File: config.mk
export PLATFORM = sky130hd
export DESIGN_NAME = stepper_move_sequencer_unit_flat
export DESIGN_NICKNAME = d
export VERILOG_FILES = /design/src/rtl/core/smseq_pkg.sv /design/src/rtl/core/smseq_ifs.sv /design/src/rtl/core/smseq_cfg_regs.sv /design/src/rtl/core/smseq_step_core.sv /design/src/rtl/core/smseq_out_queue.sv /design/src/rtl/core/stepper_move_sequencer_unit.sv /design/src/flat_wrapper.sv
export VERILOG_INCLUDE_DIRS = /design/src /design/src/rtl/core
export SDC_FILE = /design/constraint.sdc
export NUM_CORES = 1
export LEC_CHECK = 0
export BUFFER_PORTS_ARGS = -buffer_cell sky130_fd_sc_hd__buf_2
export CORE_MARGIN = 3
export CORE_UTILIZATION = 55
export DETAILED_ROUTE_END_ITERATION = 10
export HOLD_SLACK_MARGIN = 0.05
export MAX_ROUTING_LAYER = met4
export PLACE_DENSITY_LB_ADDON = 0.2
export SETUP_SLACK_MARGIN = 0.05
export SYNTH_ARGS = -nofsm -noshare
export SYNTH_HDL_FRONTEND = slang
export SYNTH_SLANG_ARGS = --single-unit
File: constraint.sdc
create_clock -name clk -period 4.7 [get_ports clk]
set_input_delay 0.705 -clock clk [delete_from_list [all_inputs] [get_ports clk]]
set_output_delay 0.705 -clock clk [all_outputs]
set_load 0.005 [all_outputs]
File: src/rtl/core/stepper_move_sequencer_unit_defines.svh
// Assertion macros shared by the stepper move sequencer RTL
`ifndef STEPPER_MOVE_SEQUENCER_UNIT_DEFINES_SVH
`define STEPPER_MOVE_SEQUENCER_UNIT_DEFINES_SVH

// Plain property, checked on every rising clk edge outside reset
`define SMSEQ_ASSERT(label, prop, msg) \
    label: assert property (@(posedge clk) disable iff (!rst_n) (prop)) else $error(msg);

// Overlapping implication, checked on every rising clk edge outside reset
`define SMSEQ_ASSERT_IMPL(label, ante, cons, msg) \
    label: assert property (@(posedge clk) disable iff (!rst_n) (ante) |-> (cons)) \
        else $error(msg);

// Next-cycle implication, checked on every rising clk edge outside reset
`define SMSEQ_ASSERT_NEXT(label, ante, cons, msg) \
    label: assert property (@(posedge clk) disable iff (!rst_n) (ante) |=> (cons)) \
        else $error(msg);

`endif

File: src/rtl/core/smseq_pkg.sv
// Package: types, constants and coil table of the stepper move sequencer
package smseq_pkg;

    localparam int INTERVAL_W = 24;
    localparam int POS_W      = 16;
    localparam int MOVE_W     = 16;
    localparam int COIL_W     = 4;

    localparam logic [INTERVAL_W-1:0] INTERVAL_RESET = 24'd183;
    localparam logic [POS_W-1:0]      REV_RESET      = 16'd2048;
    localparam logic [INTERVAL_W-1:0] TICK_MAX       = 24'hFF_FFFF;
    localparam logic [1:0]            PHASE_MASK     = 2'b11;

    localparam logic [COIL_W-1:0] COIL_PHASE0 = 4'd5;
    localparam logic [COIL_W-1:0] COIL_PHASE1 = 4'd6;
    localparam logic [COIL_W-1:0] COIL_PHASE2 = 4'd10;
    localparam logic [COIL_W-1:0] COIL_PHASE3 = 4'd9;

    typedef enum logic [0:0] {
        OP_TICK = 1'b0,
        OP_MOVE = 1'b1
    } opcode_t;

    typedef enum logic [0:0] {
        CFG_STEP_INTERVAL = 1'b0,
        CFG_STEPS_PER_REV = 1'b1
    } cfg_index_t;

    typedef struct packed {
        logic [INTERVAL_W-1:0] step_interval;
        logic [POS_W-1:0]      steps_per_rev;
    } cfg_t;

    typedef struct packed {
        opcode_t                   opcode;
        logic signed [MOVE_W-1:0]  move_steps;
    } in_item_t;

    typedef struct packed {
        logic [COIL_W-1:0] coil_pattern;
        logic [POS_W-1:0]  position;
        logic              stepped;
        logic              busy_res;
        logic              rejected;
    } out_item_t;

    function automatic logic [COIL_W-1:0] coil_for_phase(input logic [1:0] phase);
        logic [COIL_W-1:0] coil;
        unique case (phase & PHASE_MASK)
            2'd0:    coil = COIL_PHASE0;
            2'd1:    coil = COIL_PHASE1;
            2'd2:    coil = COIL_PHASE2;
            default: coil = COIL_PHASE3;
        endcase
        return coil;
    endfunction

endpackage

File: src/rtl/core/smseq_ifs.sv
// Valid/ready channel interfaces for sequencer items and results
interface smseq_in_if;
    import smseq_pkg::*;
    logic     valid;
    logic     ready;
    in_item_t payload;

    modport source (output valid, output payload, input ready);
    modport sink   (input valid, input payload, output ready);
endinterface

interface smseq_out_if;
    import smseq_pkg::*;
    logic      valid;
    logic      ready;
    out_item_t payload;

    modport source (output valid, output payload, input ready);
    modport sink   (input valid, input payload, output ready);
endinterface

File: src/rtl/core/smseq_cfg_regs.sv
// Configuration registers: step interval and steps per revolution
module smseq_cfg_regs (
    input  logic                                    clk,
    input  logic                                    rst_n,
    input  logic                                    cfg_we,
    input  smseq_pkg::cfg_index_t                   cfg_index,
    input  logic [smseq_pkg::INTERVAL_W-1:0]        cfg_data,
    output smseq_pkg::cfg_t                         cfg
);
    import smseq_pkg::*;

    cfg_t cfg_reg;
    cfg_t cfg_next;

    always_comb
    begin
        cfg_next = cfg_reg;
        if (cfg_we)
        begin
            unique case (cfg_index)
                CFG_STEP_INTERVAL: cfg_next.step_interval = cfg_data;
                CFG_STEPS_PER_REV: cfg_next.steps_per_rev = cfg_data[POS_W-1:0];
                default:           cfg_next = cfg_reg;
            endcase
        end
    end

    always_ff @(posedge clk or negedge rst_n)
    begin
        if (!rst_n)
        begin
            cfg_reg.step_interval <= INTERVAL_RESET;
            cfg_reg.steps_per_rev <= REV_RESET;
        end
        else
        begin
            cfg_reg <= cfg_next;
        end
    end

    assign cfg = cfg_reg;

endmodule

File: src/rtl/core/smseq_step_core.sv
// Step core: move loading, tick counting, position wrap and coil phase
`include "stepper_move_sequencer_unit_defines.svh"
module smseq_step_core #(
    parameter int COUNT_WIDTH = 16
) (
    input  logic                  clk,
    input  logic                  rst_n,
    input  smseq_pkg::cfg_t       cfg,
    input  logic                  accept,
    input  smseq_pkg::in_item_t   item,
    output smseq_pkg::out_item_t  result
);
    import smseq_pkg::*;

    localparam int MW = (COUNT_WIDTH > MOVE_W) ? COUNT_WIDTH : MOVE_W;
    localparam logic [COUNT_WIDTH-1:0] CNT_MAX = {COUNT_WIDTH{1'b1}};

    logic [COUNT_WIDTH-1:0] steps_reg,   steps_next;
    logic                   forward_reg, forward_next;
    logic [POS_W-1:0]       pos_reg,     pos_next;
    logic [INTERVAL_W-1:0]  elapsed_reg, elapsed_next;
    logic [COIL_W-1:0]      coil_reg,    coil_next;

    logic                   busy;
    logic [MOVE_W-1:0]      raw;
    logic [MOVE_W-1:0]      mag;
    logic [MW-1:0]          mag_ext;
    logic [COUNT_WIDTH-1:0] load_count;
    logic [INTERVAL_W-1:0]  elapsed_inc;
    logic [POS_W-1:0]       fwd_base;
    logic [POS_W-1:0]       bwd_base;
    logic [POS_W-1:0]       step_pos;
    logic                   step_fire;
    logic                   rejected;

    always_comb
    begin
        busy        = (steps_reg != '0);
        raw         = unsigned'(item.move_steps);
        mag         = raw[MOVE_W-1] ? (~raw + MOVE_W'(1)) : raw;
        mag_ext     = MW'(mag);
        load_count  = (mag_ext > MW'(CNT_MAX)) ? CNT_MAX : COUNT_WIDTH'(mag_ext);
        elapsed_inc = (elapsed_reg != TICK_MAX) ? (elapsed_reg + INTERVAL_W'(1))
                                                : elapsed_reg;
        fwd_base    = (pos_reg >= cfg.steps_per_rev) ? '0 : pos_reg;
        bwd_base    = ((pos_reg == '0) || (pos_reg > cfg.steps_per_rev))
                      ? cfg.steps_per_rev : pos_reg;
        step_pos    = forward_reg ? (fwd_base + POS_W'(1)) : (bwd_base - POS_W'(1));

        steps_next   = steps_reg;
        forward_next = forward_reg;
        pos_next     = pos_reg;
        elapsed_next = elapsed_reg;
        coil_next    = coil_reg;
        step_fire    = 1'b0;
        rejected     = 1'b0;

        if (accept)
        begin
            if (item.opcode == OP_MOVE)
            begin
                if (busy)
                begin
                    rejected = 1'b1;
                end
                else if (raw != '0)
                begin
                    forward_next = !raw[MOVE_W-1];
                    steps_next   = load_count;
                end
            end
            else if (busy)
            begin
                if (elapsed_inc >= cfg.step_interval)
                begin
                    elapsed_next = '0;
                    pos_next     = step_pos;
                    coil_next    = coil_for_phase(step_pos[1:0]);
                    steps_next   = steps_reg - COUNT_WIDTH'(1);
                    step_fire    = 1'b1;
                end
                else
                begin
                    elapsed_next = elapsed_inc;
                end
            end
        end

        result.coil_pattern = coil_next;
        result.position     = pos_next;
        result.stepped      = step_fire;
        result.busy_res     = (steps_next != '0);
        result.rejected     = rejected;
    end

    always_ff @(posedge clk or negedge rst_n)
    begin
        if (!rst_n)
        begin
            steps_reg   <= '0;
            forward_reg <= 1'b0;
            pos_reg     <= '0;
            elapsed_reg <= '0;
            coil_reg    <= '0;
        end
        else
        begin
            steps_reg   <= steps_next;
            forward_reg <= forward_next;
            pos_reg     <= pos_next;
            elapsed_reg <= elapsed_next;
            coil_reg    <= coil_next;
        end
    end

    `SMSEQ_ASSERT_NEXT(a_step_counts_down, step_fire,
        steps_reg == $past(steps_reg) - COUNT_WIDTH'(1), "step did not consume a count")
    `SMSEQ_ASSERT_IMPL(a_reject_only_busy, rejected,
        busy && (steps_next == steps_reg), "move rejected while idle or altered count")
    `SMSEQ_ASSERT_IMPL(a_coil_matches_phase, coil_reg != '0,
        coil_reg == coil_for_phase(pos_reg[1:0]), "coil pattern out of step with position")

endmodule

File: src/rtl/core/smseq_out_queue.sv
// Two-entry result queue parting the step core from the result channel
`include "stepper_move_sequencer_unit_defines.svh"
module smseq_out_queue (
    input  logic                  clk,
    input  logic                  rst_n,
    input  logic                  push,
    input  smseq_pkg::out_item_t  push_item,
    output logic                  has_room,
    smseq_out_if.source           out_ch
);
    import smseq_pkg::*;

    out_item_t  entry_reg [2];
    logic       wr_ptr_reg, wr_ptr_next;
    logic       rd_ptr_reg, rd_ptr_next;
    logic [1:0] count_reg,  count_next;
    logic       pop;

    always_comb
    begin
        pop         = out_ch.valid && out_ch.ready;
        wr_ptr_next = push ? !wr_ptr_reg : wr_ptr_reg;
        rd_ptr_next = pop ? !rd_ptr_reg : rd_ptr_reg;
        count_next  = count_reg + 2'(push) - 2'(pop);
    end

    always_ff @(posedge clk or negedge rst_n)
    begin
        if (!rst_n)
        begin
            wr_ptr_reg <= 1'b0;
            rd_ptr_reg <= 1'b0;
            count_reg  <= '0;
        end
        else
        begin
            wr_ptr_reg <= wr_ptr_next;
            rd_ptr_reg <= rd_ptr_next;
            count_reg  <= count_next;
        end
    end

    always_ff @(posedge clk)
    begin
        if (push)
        begin
            entry_reg[wr_ptr_reg] <= push_item;
        end
    end

    assign has_room       = (count_reg != 2'd2);
    assign out_ch.valid   = (count_reg != 2'd0);
    assign out_ch.payload = entry_reg[rd_ptr_reg];

    `SMSEQ_ASSERT(a_count_bound, count_reg <= 2'd2, "result queue overfilled")
    `SMSEQ_ASSERT_IMPL(a_no_push_when_full, count_reg == 2'd2, !push,
        "result pushed into a full queue")
    `SMSEQ_ASSERT(a_ptrs_track_count,
        (count_reg == 2'd1) == (wr_ptr_reg != rd_ptr_reg), "queue pointers disagree with count")

endmodule

File: src/rtl/core/stepper_move_sequencer_unit.sv
// Top level: full-step sequencer for a four-wire stepper motor
//
//  channel    dir  handshake      payload
//  in_ch      in   valid/ready    opcode, move_steps
//  out_ch     out  valid/ready    coil_pattern, position, stepped, busy_res, rejected
//  cfg        in   cfg_we         cfg_index, cfg_data (no read-back)
//
// One item per cycle while the queue has room: each transfer on in_ch is
// resolved in the cycle it is taken, one compare and one increment in the
// step core, result registered into a two-entry queue.
// in_ch.ready falls only when both queue entries are waiting on out_ch.
// Reset restores the interval to 183, the revolution to 2048, all else zero but the queue entries.
module stepper_move_sequencer_unit #(
    parameter int COUNT_WIDTH = 16
) (
    input  logic                                clk,
    input  logic                                rst_n,
    smseq_in_if.sink                            in_ch,
    smseq_out_if.source                         out_ch,
    input  logic                                cfg_we,
    input  smseq_pkg::cfg_index_t               cfg_index,
    input  logic [smseq_pkg::INTERVAL_W-1:0]    cfg_data
);
    import smseq_pkg::*;

    cfg_t      cfg;
    out_item_t result;
    logic      has_room;
    logic      accept;

    assign in_ch.ready = has_room;
    assign accept      = in_ch.valid && has_room;

    smseq_cfg_regs u_cfg_regs (
        .clk       (clk),
        .rst_n     (rst_n),
        .cfg_we    (cfg_we),
        .cfg_index (cfg_index),
        .cfg_data  (cfg_data),
        .cfg       (cfg)
    );

    smseq_step_core #(
        .COUNT_WIDTH (COUNT_WIDTH)
    ) u_step_core (
        .clk    (clk),
        .rst_n  (rst_n),
        .cfg    (cfg),
        .accept (accept),
        .item   (in_ch.payload),
        .result (result)
    );

    smseq_out_queue u_out_queue (
        .clk       (clk),
        .rst_n     (rst_n),
        .push      (accept),
        .push_item (result),
        .has_room  (has_room),
        .out_ch    (out_ch)
    );

endmodule

File: src/flat_wrapper.sv
// flat-port wrapper written by rule: the top's interface ports become plain ports
module stepper_move_sequencer_unit_flat import smseq_pkg::*;
#(
    parameter int COUNT_WIDTH = 16
)
  (clk, rst_n, cfg_we, cfg_index, cfg_data, in_ch_valid, in_ch_payload, in_ch_ready, out_ch_valid, out_ch_payload, out_ch_ready);
  smseq_in_if in_ch_i ();
  smseq_out_if out_ch_i ();
  input  logic clk;
  input  logic rst_n;
  input  logic cfg_we;
  input  smseq_pkg::cfg_index_t cfg_index;
  input  logic [smseq_pkg::INTERVAL_W-1:0] cfg_data;
  input wire logic [$bits(in_ch_i.valid)-1:0] in_ch_valid;
  input wire logic [$bits(in_ch_i.payload)-1:0] in_ch_payload;
  output wire logic [$bits(in_ch_i.ready)-1:0] in_ch_ready;
  output wire logic [$bits(out_ch_i.valid)-1:0] out_ch_valid;
  output wire logic [$bits(out_ch_i.payload)-1:0] out_ch_payload;
  input wire logic [$bits(out_ch_i.ready)-1:0] out_ch_ready;
  assign in_ch_i.valid = in_ch_valid;
  assign in_ch_i.payload = in_ch_payload;
  assign in_ch_ready = in_ch_i.ready;
  assign out_ch_valid = out_ch_i.valid;
  assign out_ch_payload = out_ch_i.payload;
  assign out_ch_i.ready = out_ch_ready;
  stepper_move_sequencer_unit #(.COUNT_WIDTH(COUNT_WIDTH)) u_core (.clk(clk), .rst_n(rst_n), .in_ch(in_ch_i), .out_ch(out_ch_i), .cfg_we(cfg_we), .cfg_index(cfg_index), .cfg_data(cfg_data));
endmodule
==> impl_metrics.toml, run 1 <==
[placement]
placed_area_um2 = 10100
gp_congestion = 0.912
dp_hpwl_mm = 15.7
io_buffers = 71

[drt]
drt_iter0_markers = 743
num_vias = 7749
routed_wl_mm = 22.3
postRouteAntennaNets = 0
via_per_inst = 5.97
drc = 0
drt_pass1_iterations = 5
routedWlPerCell_um = 17.2

[grt]
antenna_found_initial = 0
grt_max_degree = 71
gr-total-overflow = 0
track_usage = 0.251
grt_first_pass_wirelength_mm = 36.1
grt_pass1_vias = 7229

[clock_tree]
root_buffer = "clkbuf_16"
clk_pin_slew_ns = 0.07
clk_latency_ns = 0.43
cts_buffers = 17
clock_path_buffers = 2
cts_tree = "built"
clock-sinks = 151
htreeDepth = 4

[critical_path]
crit_path_end = "u_core.u_out_queue.entry_reg[0][1]$_DFFE_PP_"
r2r-end = "u_core.u_out_queue.entry_reg[0][1]$_DFFE_PP_"
path_cells = "ha_2 -> and2_1 -> nand4_1 -> o21ai_1 -> nor4_1 -> buf_4 -> and2_1 -> buf_4 -> nand2_2 -> xnor2_2 -> ha_1 -> nand2_1 -> a21oi_1 -> a22o_1 -> or2_4 -> a21o_4 -> a311o_1 -> a22o_1 -> nor4_2 -> nand4_1"
r2r_cells = 20
cpPeakStageDelay_ns = 0.43
r2r_start = "u_core.u_step_core.elapsed_reg[0]$_DFFE_PN0P_"
endpoint_kind = "register"
critPathMaxFanout = 5
cp.depth = 20
critical_path_class = "reg2reg"
crit_path_start = "u_core.u_step_core.elapsed_reg[0]$_DFFE_PN0P_"
r2r_slack_ns = 0.23
critPathBufInv = 2
crit_arrival_ns = 4.61
cp_top_family = "simple AND/OR/NAND/NOR gates"
cp-start-kind = "register"
slowest_stage = "dfrtp_1"
required_ns = 4.85

[floorplanning]
dieHeight_um = 137
dieArea_um2 = 18700
design.core.area_um2 = 16600
pin_count = 72
rows = 47
start_util = 0.565
die_x_um = 137

[power_and_ir_drop]
p_leak_nw = 4.77
p_comb_frac = 0.364
powerDensity_nw_per_um2 = 470
power_mw = 5.15
peakVddDrop_v = 0.000292
pwr-share-seq = 0.352
p_int_mw = 3.32
switchingPower_mw = 1.83
swShare = 0.355
power.share.clock = 0.284

[timing]
max_freq_mhz = 224
slew_headroom = 0.284
finalHoldViolations = 0
worstMarginPinSlew_ns = 1.07
setup_viol = 0
finalMaxSlewViolations = 0
clock_skew_ns = 0.00974
fin_crit_sh = 0.951
period_needed_ns = 4.47

[synthesis]
yosys.area.top_type_share = 0.261
netlist_top_cells_area = "dfrtp_1 26%, edfxtp_1 15%, ha_1 6.8%"
ys_seq_elements = 151
synth-simple-area-share = 0.183
yosysUniqueCellTypes = 82
synthCells = 979
synth_top_family_by_area = "simple AND/OR/NAND/NOR gates"
synth_fa_ha_area_frac = 0.0679
synth_edf_count = 46
async_flop_share = 0.695
synth_area_per_cell_um2 = 9.60
yosys-mux-area-fraction = 0.0656
syn-num-nets = 1077
ys_warn_count = 0
synth-xor-area-share = 0.0512
yosysTopAreaCell = "dfrtp_1"
synth_compound_area_frac = 0.159
syn_area_um2 = 9400
yosysSeqAreaShare = 0.427
synthFlopType = "dfrtp_1"

[layout]
n_fill_cell = 1353
finish.instance_area_um2 = 11000
area_growth_pct = 16.6
drive_gt1_frac = 0.237
largest_register_ffs = 46
n_antenna_cell = 0
layout.nets = 1163

[flow_run]
maxCapViolCount = 0

[outcome]
status = "finished clean"

[min_path]
hp-class = "in2async"
==> routing by layer <==
| layer | up-vias | routed length [µm] | track usage | part of all wire |
|---|---|---|---|---|
| li1 | 3747 | - | - | - |
| met1 | 3721 | 10100 | 0.338 | 0.45 |
| met2 | 248 | 10600 | 0.392 | 0.47 |
| met3 | 33 | 1250 | 0.0485 | 0.056 |
| met4 | 0 | 380 | 0.0705 | 0.017 |
| met5 | - | 0 | - | 0 |
==> power groups by stage <==
| stage | registers, mW | logic (mW) | clock network, mW |
|---|---|---|---|
| 2_1_floorplan | 1.75 | 1.43 | 0 |
| 3_3_place_gp | 1.82 | 1.80 | 0 |
| 3_5_place_dp | 1.83 | 1.83 | 0 |
| 4_1_cts | 1.81 | 1.85 | 1.48 |
| 5_1_grt | 1.84 | 2.11 | 1.54 |
| 6_report | 1.81 | 1.88 | 1.46 |
==> cell type report <==
type	count	area, µm²	share of cell area
multi-input cells	718	5110	0.466
flip-flops and latches	151	4020	0.367
repair buffers	114	681	0.0621
clock buffers	17	425	0.0388
well taps	220	275	0.0251
inverters	63	236	0.0216
clock inverters	15	206	0.0188
==> metrics by stage <==
step / hold slack (ns) / TNS [ns] / setup WS (ns) / cells / utilization
floorplan: 0.409 / 0 / 0.118 / 979 / -
finish: 0.410 / 0 / 0.231 / 1298 / 0.658
global route: 0.473 / -0.0721 / -0.0349 / 1298 / 0.658
CTS: 0.443 / 0 / 0.116 / 1289 / 0.645
detailed placement: 0.485 / 0 / 0.170 / 1257 / 0.607
global placement: 0.471 / 0 / 0.0797 / 1257 / 0.607
==> worst min-delay path by stage <==
stage	startpoint	end	depth (start not counted)
5_1_grt	rst_n	u_core.u_step_core.elapsed_reg[0]$_DFFE_PN0P_	1
2_1_floorplan	rst_n	u_core.u_cfg_regs.cfg[0]$_DFFE_PN0P_	0
4_1_cts	rst_n	u_core.u_step_core.elapsed_reg[2]$_DFFE_PN0P_	1
3_5_place_dp	u_core.u_step_core.coil_reg[3]$_DFF_PN0_	u_core.u_step_core.coil_reg[3]$_DFF_PN0_	2
3_3_place_gp	u_core.u_step_core.coil_reg[2]$_DFF_PN0_	u_core.u_step_core.coil_reg[2]$_DFF_PN0_	2
6_report	rst_n	u_core.u_step_core.elapsed_reg[2]$_DFFE_PN0P_	1
==> cell families (layout without fill, tap and decap cells) <==
group | after synthesis | count (layout)
XOR/XNOR | 55 | 55
adder cells (fa/ha/maj) | 51 | 51
AND/OR/NAND/NOR | 323 | 323
AO/OA/AOI/OAI | 234 | 235
flip-flops | 151 | 151
buffers and inverters | 111 | 209
multiplexers | 54 | 54
==> what timing repair did <==
action                                  CTS  global route
gates resized for setup                   0            37
hold buffers                              0             0
endpoints found under the setup margin    0            38
setup buffers                             0             8
==> worst register-to-register path: stages, from the launching register on <==
cell and delay (ns):
dfrtp_1 0.43, ha_2 0.20, and2_1 0.18, nand4_1 0.09, o21ai_1 0.09, nor4_1 0.33
buf_4 0.17, and2_1 0.15, buf_4 0.15, nand2_2 0.08, xnor2_2 0.14, ha_1 0.34
nand2_1 0.08, a21oi_1 0.04, a22o_1 0.23, or2_4 0.26, a21o_4 0.21, a311o_1 0.36
a22o_1 0.23, nor4_2 0.23, nand4_1 0.17
==> synth_stat cells, drive strengths merged (5+ instances only) <==
master  instances
a211oi          6
a21oi          39
a22o           13
a311oi          7
a31oi          11
and2           11
and3           25
and4           11
buf             9
clkbuf         39
dfrtp          98
dfstp           7
edfxtp         46
ha             51
inv            62
mux2           42
mux2i          11
nand2         103
nand2b          9
nand3          16
nand4          16
nor2           53
nor2b           6
nor3           23
nor4           17
o211ai          5
o21a            5
o21ai          99
o22ai           8
o31ai          12
or2             5
or3             7
or4            10
xnor2          32
xor2           23
==> cells in the final DEF (no fill, tap or decap), drive strengths merged, types with 5 or more instances in the layout <==
master  instances
a21oi          39
nor4           17
nand2b          9
a22o           13
nand3          16
inv            70
mux2           42
and4           11
edfxtp         46
clkbuf         17
nor2b           6
o31ai          12
o22ai           8
or2             5
mux2i          11
xnor2          32
dfrtp          98
xor2           23
o21ai          99
nor3           23
o21a            5
nor2           53
ha             51
nand2         103
o211ai          5
and3           25
and2           11
dfstp           7
a311oi          7
or4            10
a211oi          6
nand4          16
buf           114
a31oi          11
or3             7
(Power assumes the default switching activity.)
==> run 2: changes to the inputs <==
ABC_AREA = 0   (was default)
CORE_MARGIN = default   (was 3)
==> run 2 against run 1 <==
  * Wire length decreased by 3.4%
  * Count of clock-buffer cells in the layout unchanged
  * Global-route usage increased by 1.3 points
  * Sequential share of layout area increased by 0.070 points
  * Core utilization decreased by 0.17 points
  * First-iteration DRC count decreased by 24%
  * Cell count increased by 0.15%
  * Flip-flop and latch count unchanged
  * Critical path depth decreased by 5
  * Hold slack improved by 0.025 ns
  * Largest cell class unchanged
==> impl_metrics.toml, run 2 (synthesized netlist as in run 1, its figures left out) <==
[critical_path]
crit_path_end = "u_core.u_out_queue.entry_reg[0][17]$_DFFE_PP_"
cp-start-kind = "register"
r2r_cells = 15
critPathMaxFanout = 7
r2r_slack_ns = 0.24
critical_path_class = "reg2reg"
endpoint_kind = "register"
r2r-end = "u_core.u_out_queue.entry_reg[0][17]$_DFFE_PP_"
r2r_start = "u_core.u_cfg_regs.cfg[11]$_DFFE_PN1P_"
required_ns = 4.84
crit_arrival_ns = 4.60
crit_path_start = "u_core.u_cfg_regs.cfg[11]$_DFFE_PN1P_"

[floorplanning]
die_x_um = 133
dieArea_um2 = 17600
pin_count = 72
dieHeight_um = 133
design.core.area_um2 = 16600
start_util = 0.565
rows = 47

[placement]
dp_cells = 1261
dp_hpwl_mm = 15.4
io_buffers = 71
gp_congestion = 0.878
placed_area_um2 = 10100

[grt]
busiest_layer = "met2"
grt_pass1_vias = 7255
grt_use_met2 = 0.408
antenna_found_initial = 0
grt_max_degree = 76
grt_first_pass_wirelength_mm = 35.9
gr-total-overflow = 0
grt_use_met1 = 0.356
grt_use_met3 = 0.0456
track_usage = 0.265

[power_and_ir_drop]
peakVddDrop_v = 0.000284
p_int_mw = 3.27
powerDensity_nw_per_um2 = 465
pwr-share-seq = 0.357
power.share.clock = 0.276
switchingPower_mw = 1.81
p_leak_nw = 4.74
swShare = 0.356
p_comb_frac = 0.367

[timing]
max_freq_mhz = 224
clock_skew_ns = 0.00721
finalHoldViolations = 0
finalMaxSlewViolations = 0
rsz0062_at_grt = "false"
hold_ws_ns = 0.434
setup_viol = 0
fin_setup_tns_ns = 0
worstMarginPinSlew_ns = 1.08
period_needed_ns = 4.46
slew_headroom = 0.281
fin_crit_sh = 0.948

[layout]
layout_common_cells = "102 x nand2_1, 97 x dfrtp_1, 76 x o21ai_0, 70 x buf_2, 60 x inv_1"
n_antenna_cell = 0
largest_register_ffs = 46
fin_cells = 1300
mostFrequentLayoutCell = "nand2_1"
layout.nets = 1165
area_growth_pct = 16.3
finish.instance_area_um2 = 10900
drive_gt1_frac = 0.232

[drt]
drt_pass1_iterations = 5
routed_wl_mm = 21.6
postRouteAntennaNets = 0
drc = 0
num_vias = 7561
drt_iter0_markers = 564
routedWlPerCell_um = 16.6
via_per_inst = 5.82

[clock_tree]
cts_tree = "built"
htreeDepth = 4
clk_latency_ns = 0.43
clk_pin_slew_ns = 0.06
root_buffer = "clkbuf_16"
cts_buffers = 17
clock-sinks = 151
hold_buffers = 0
clock_path_buffers = 2

[flow_run]
maxCapViolCount = 0

[outcome]
status = "finished clean"

[min_path]
hp-class = "in2async"
[run 2: layer usage]
| metal | up-vias | wire length [µm] |
|---|---|---|
| met5 | - | 0 |
| met1 | 3550 | 9950 |
| met2 | 231 | 10100 |
| met4 | 0 | 280 |
| li1 | 3758 | - |
| met3 | 22 | 1190 |
[run 2: final cells by class]
type | count | area, µm²
fillers | 1333 | 5710
multi-input cells | 718 | 5090
flip-flops and latches | 151 | 4020
repair buffers | 116 | 696
clock buffers | 17 | 425
well taps | 220 | 275
inverters | 63 | 236
clock inverters | 15 | 183
[run 2: power groups by stage]
stage	sequential [mW]	combinational [mW]	clock [mW]
floorplan	1.75	1.43	0
global placement	1.83	1.80	0
detailed placement	1.83	1.83	0
CTS	1.81	1.84	1.43
global route	1.84	2.09	1.48
finish	1.81	1.86	1.40
[run 2: how the worst min path moves through the flow]
stage / from / endpoint / depth (start not counted)
after floorplan: rst_n / u_core.u_cfg_regs.cfg[0]$_DFFE_PN0P_ / 0
after CTS: cfg_data[21] / u_core.u_cfg_regs.cfg[37]$_DFFE_PN0P_ / 3
after global placement: u_core.u_step_core.coil_reg[2]$_DFF_PN0_ / u_core.u_step_core.coil_reg[2]$_DFF_PN0_ / 2
after detailed placement: u_core.u_step_core.coil_reg[3]$_DFF_PN0_ / u_core.u_step_core.coil_reg[3]$_DFF_PN0_ / 2
after global routing: cfg_data[21] / u_core.u_cfg_regs.cfg[37]$_DFFE_PN0P_ / 3
final: rst_n / u_core.u_step_core.elapsed_reg[11]$_DFFE_PN0P_ / 1
[run 2: per-stage QoR]
stage          setup slack, ns  power [mW]  utilization
6_report                 0.243        5.08        0.657
4_1_cts                 0.0684        5.09        0.646
2_1_floorplan            0.118        3.18            -
3_5_place_dp             0.140        3.67        0.609
3_3_place_gp             0.202        3.63        0.609
5_1_grt                 0.0193        5.42        0.657
[run 2: repair_timing]
item / in CTS / in global routing
gates resized for setup: 0 / 32
endpoints found under the setup margin: 0 / 39
setup buffers: 0 / 6
[run 2: worst max-delay path, cell delays in order (launching register included)]
cell and delay, ns:
dfstp_2 0.58, inv_1 0.05, ha_1 0.30, nand4_1 0.14
nor4_1 0.32, a21bo_2 0.30, a31oi_2 0.30, a21oi_4 0.11
mux2i_1 0.25, ha_1 0.21, or3b_1 0.40, or4_1 0.46
mux2_4 0.30, nor3_2 0.20, xnor2_1 0.13, o211ai_1 0.13
==> run 3: changes to the inputs <==
CORE_ASPECT_RATIO = 0.7   (was default)
==> run 3 against run 2 <==
  * Core utilization is 2.2 points higher
  * Die area hardly changed
  * Sequential share of layout area is 0.87 points lower
  * Non-clock buffer count is 26 higher
  * Register-to-register slack worse by 0.09 ns
  * Largest cell class unchanged
==> impl_metrics.toml, run 3 (synthesized netlist as in run 1, its figures left out) <==
[critical_path]
r2r_cells = 15
slowest_stage = "dfrtp_1"
crit_arrival_ns = 4.70
r2r-end = "u_core.u_out_queue.entry_reg[0][17]$_DFFE_PP_"
path_cells = "ha_1 -> nand4_1 -> nor4_4 -> a21bo_4 -> a31oi_4 -> a21oi_4 -> buf_6 -> a21oi_2 -> ha_2 -> or3b_4 -> or4_4 -> mux2_4 -> nor3_4 -> xnor2_1 -> o211ai_1"
critical_path_class = "reg2reg"
critPathBufInv = 1
cp_top_family = "simple AND/OR/NAND/NOR gates"
required_ns = 4.85
cp-start-kind = "register"
endpoint_kind = "register"
critPathMaxFanout = 5
cpPeakStageDelay_ns = 0.48
r2r_slack_ns = 0.15
r2r_start = "u_core.u_step_core.pos_reg[15]$_DFF_PN0_"

[timing]
slew_headroom = 0.245
hold_ws_ns = 0.183
fin_ws_ns = 0.152
period_needed_ns = 4.55
worstMarginPinSlew_ns = 1.13
fin_crit_sh = 0.968
max_freq_mhz = 220
clock_skew_ns = 0.0113
fin_setup_tns_ns = 0
finalMaxSlewViolations = 0
setup_viol = 0
finalHoldViolations = 0

[floorplanning]
rows = 39
dieHeight_um = 111
die_x_um = 158
pin_count = 72
dieArea_um2 = 17600
start_util = 0.570
design.core.area_um2 = 16500

[layout]
mostFrequentLayoutCell = "nand2_1"
regArea_um2 = 4020
drive_gt1_frac = 0.253
layout_common_cells = "103 x nand2_1, 98 x dfrtp_1, 75 x o21ai_0, 70 x buf_2, 70 x buf_4"
largest_register_ffs = 46
final_util = 0.679
area_growth_pct = 19.0
fin_cells = 1331
layout.nets = 1190
multi_input_area_um2 = 5140
n_fill_cell = 1277
finish.instance_area_um2 = 11200

[clock_tree]
cts_tree = "built"
cts_buffers = 17
clk_pin_slew_ns = 0.07
clock-sinks = 151
clk_latency_ns = 0.44
root_buffer = "clkbuf_16"
clock_path_buffers = 2
htreeDepth = 4

[grt]
track_usage = 0.296
grt_max_degree = 53
grt_first_pass_wirelength_mm = 38.9
antenna_found_initial = 1
grt_pass1_vias = 7466
gr-total-overflow = 0

[drt]
drt_pass1_iterations = 6
dr_wl_met2_mm = 10.3
via_per_inst = 6.05
wl_met3_mm = 2.10
wl_met1_mm = 11.7
routed_wl_mm = 24.6
dr.max_layer_used = "met4"
routedWlPerCell_um = 18.5
drt_iter0_markers = 744
postRouteAntennaNets = 0
drc = 0
num_vias = 8052

[min_path]
hp-class = "in2async"

[placement]
dp_cells = 1284
pre_cts_ws_ns = -0.158
dp_hpwl_mm = 17.3
placed_area_um2 = 10300
io_buffers = 71
gp_congestion = 0.961

[outcome]
status = "finished clean"

[power_and_ir_drop]
powerDensity_nw_per_um2 = 491
power_mw = 5.49
peakVddDrop_v = 0.000289
p_leak_nw = 4.88

[flow_run]
maxCapViolCount = 0
-- run 3: changes by cell type in the layout (fill, tap and decap cells not counted), sizes merged --
cell | before | now
a21o | 4 | 3
bufinv | 2 | 3
diode | 0 | 1
clkinvlp | 1 | 2
clkinv | 5 | 4
inv | 70 | 69
buf | 116 | 142
-- run 3: worst max path at each step --
stage / start / endpoint / slack, ns / depth (start not counted)
detailed placement: u_core.u_cfg_regs.cfg[11]$_DFFE_PN1P_ / u_core.u_out_queue.entry_reg[0][17]$_DFFE_PP_ / -0.16 / 16
finish: u_core.u_step_core.pos_reg[15]$_DFF_PN0_ / u_core.u_out_queue.entry_reg[0][17]$_DFFE_PP_ / 0.15 / 15
floorplan: u_core.u_step_core.elapsed_reg[10]$_DFFE_PN0P_ / u_core.u_out_queue.entry_reg[0][1]$_DFFE_PP_ / 0.12 / 22
global route: u_core.u_cfg_regs.cfg[11]$_DFFE_PN1P_ / u_core.u_out_queue.entry_reg[1][17]$_DFFE_PP_ / -0.002 / 16
CTS: u_core.u_cfg_regs.cfg[11]$_DFFE_PN1P_ / u_core.u_out_queue.entry_reg[0][17]$_DFFE_PP_ / 0.05 / 15
global placement: u_core.u_cfg_regs.cfg[11]$_DFFE_PN1P_ / u_core.u_out_queue.entry_reg[0][17]$_DFFE_PP_ / -0.18 / 16
-- run 3: final cells by class --
| type | count | area share |
|---|---|---|
| clock inverter | 15 | 0.0171 |
| inverter | 63 | 0.0211 |
| clock buffer | 17 | 0.0380 |
| multi-input combinational | 717 | 0.459 |
| tap | 225 | 0.0252 |
| sequential | 151 | 0.359 |
| timing repair buffer | 142 | 0.0803 |
| antenna | 1 | 0.000224 |
-- run 3: worst reg2reg max path: stages (launching register included) --
cell      delay [ns]
dfrtp_1         0.48
ha_1            0.39
nand4_1         0.20
nor4_4          0.38
a21bo_4         0.29
a31oi_4         0.22
a21oi_4         0.09
buf_6           0.19
a21oi_2         0.14
ha_2            0.25
or3b_4          0.41
or4_4           0.45
mux2_4          0.31
nor3_4          0.13
xnor2_1         0.14
o211ai_1        0.18
-- run 3: where the power goes --
part           internal [mW]  leakage, nW  switching (mW)
Clock                  0.850        0.298           0.607
Combinational           1.03         2.81            1.20
Sequential              1.61         1.78           0.195
Total                   3.49         4.88            2.00
-- run 3: what timing repair did --
item	4_1_cts	5_1_grt
gates resized for setup	6	35
pin swaps	2	15
buffers inserted	0	14
setup endpoints to repair	15	39
hold buffers	0	0
-- run 3: per-layer routing --
metal / vias up / track usage
li1: 3794 / -
met1: 3837 / 0.444
met5: - / -
met3: 52 / 0.0747
met4: 0 / 0.0897
met2: 369 / 0.388
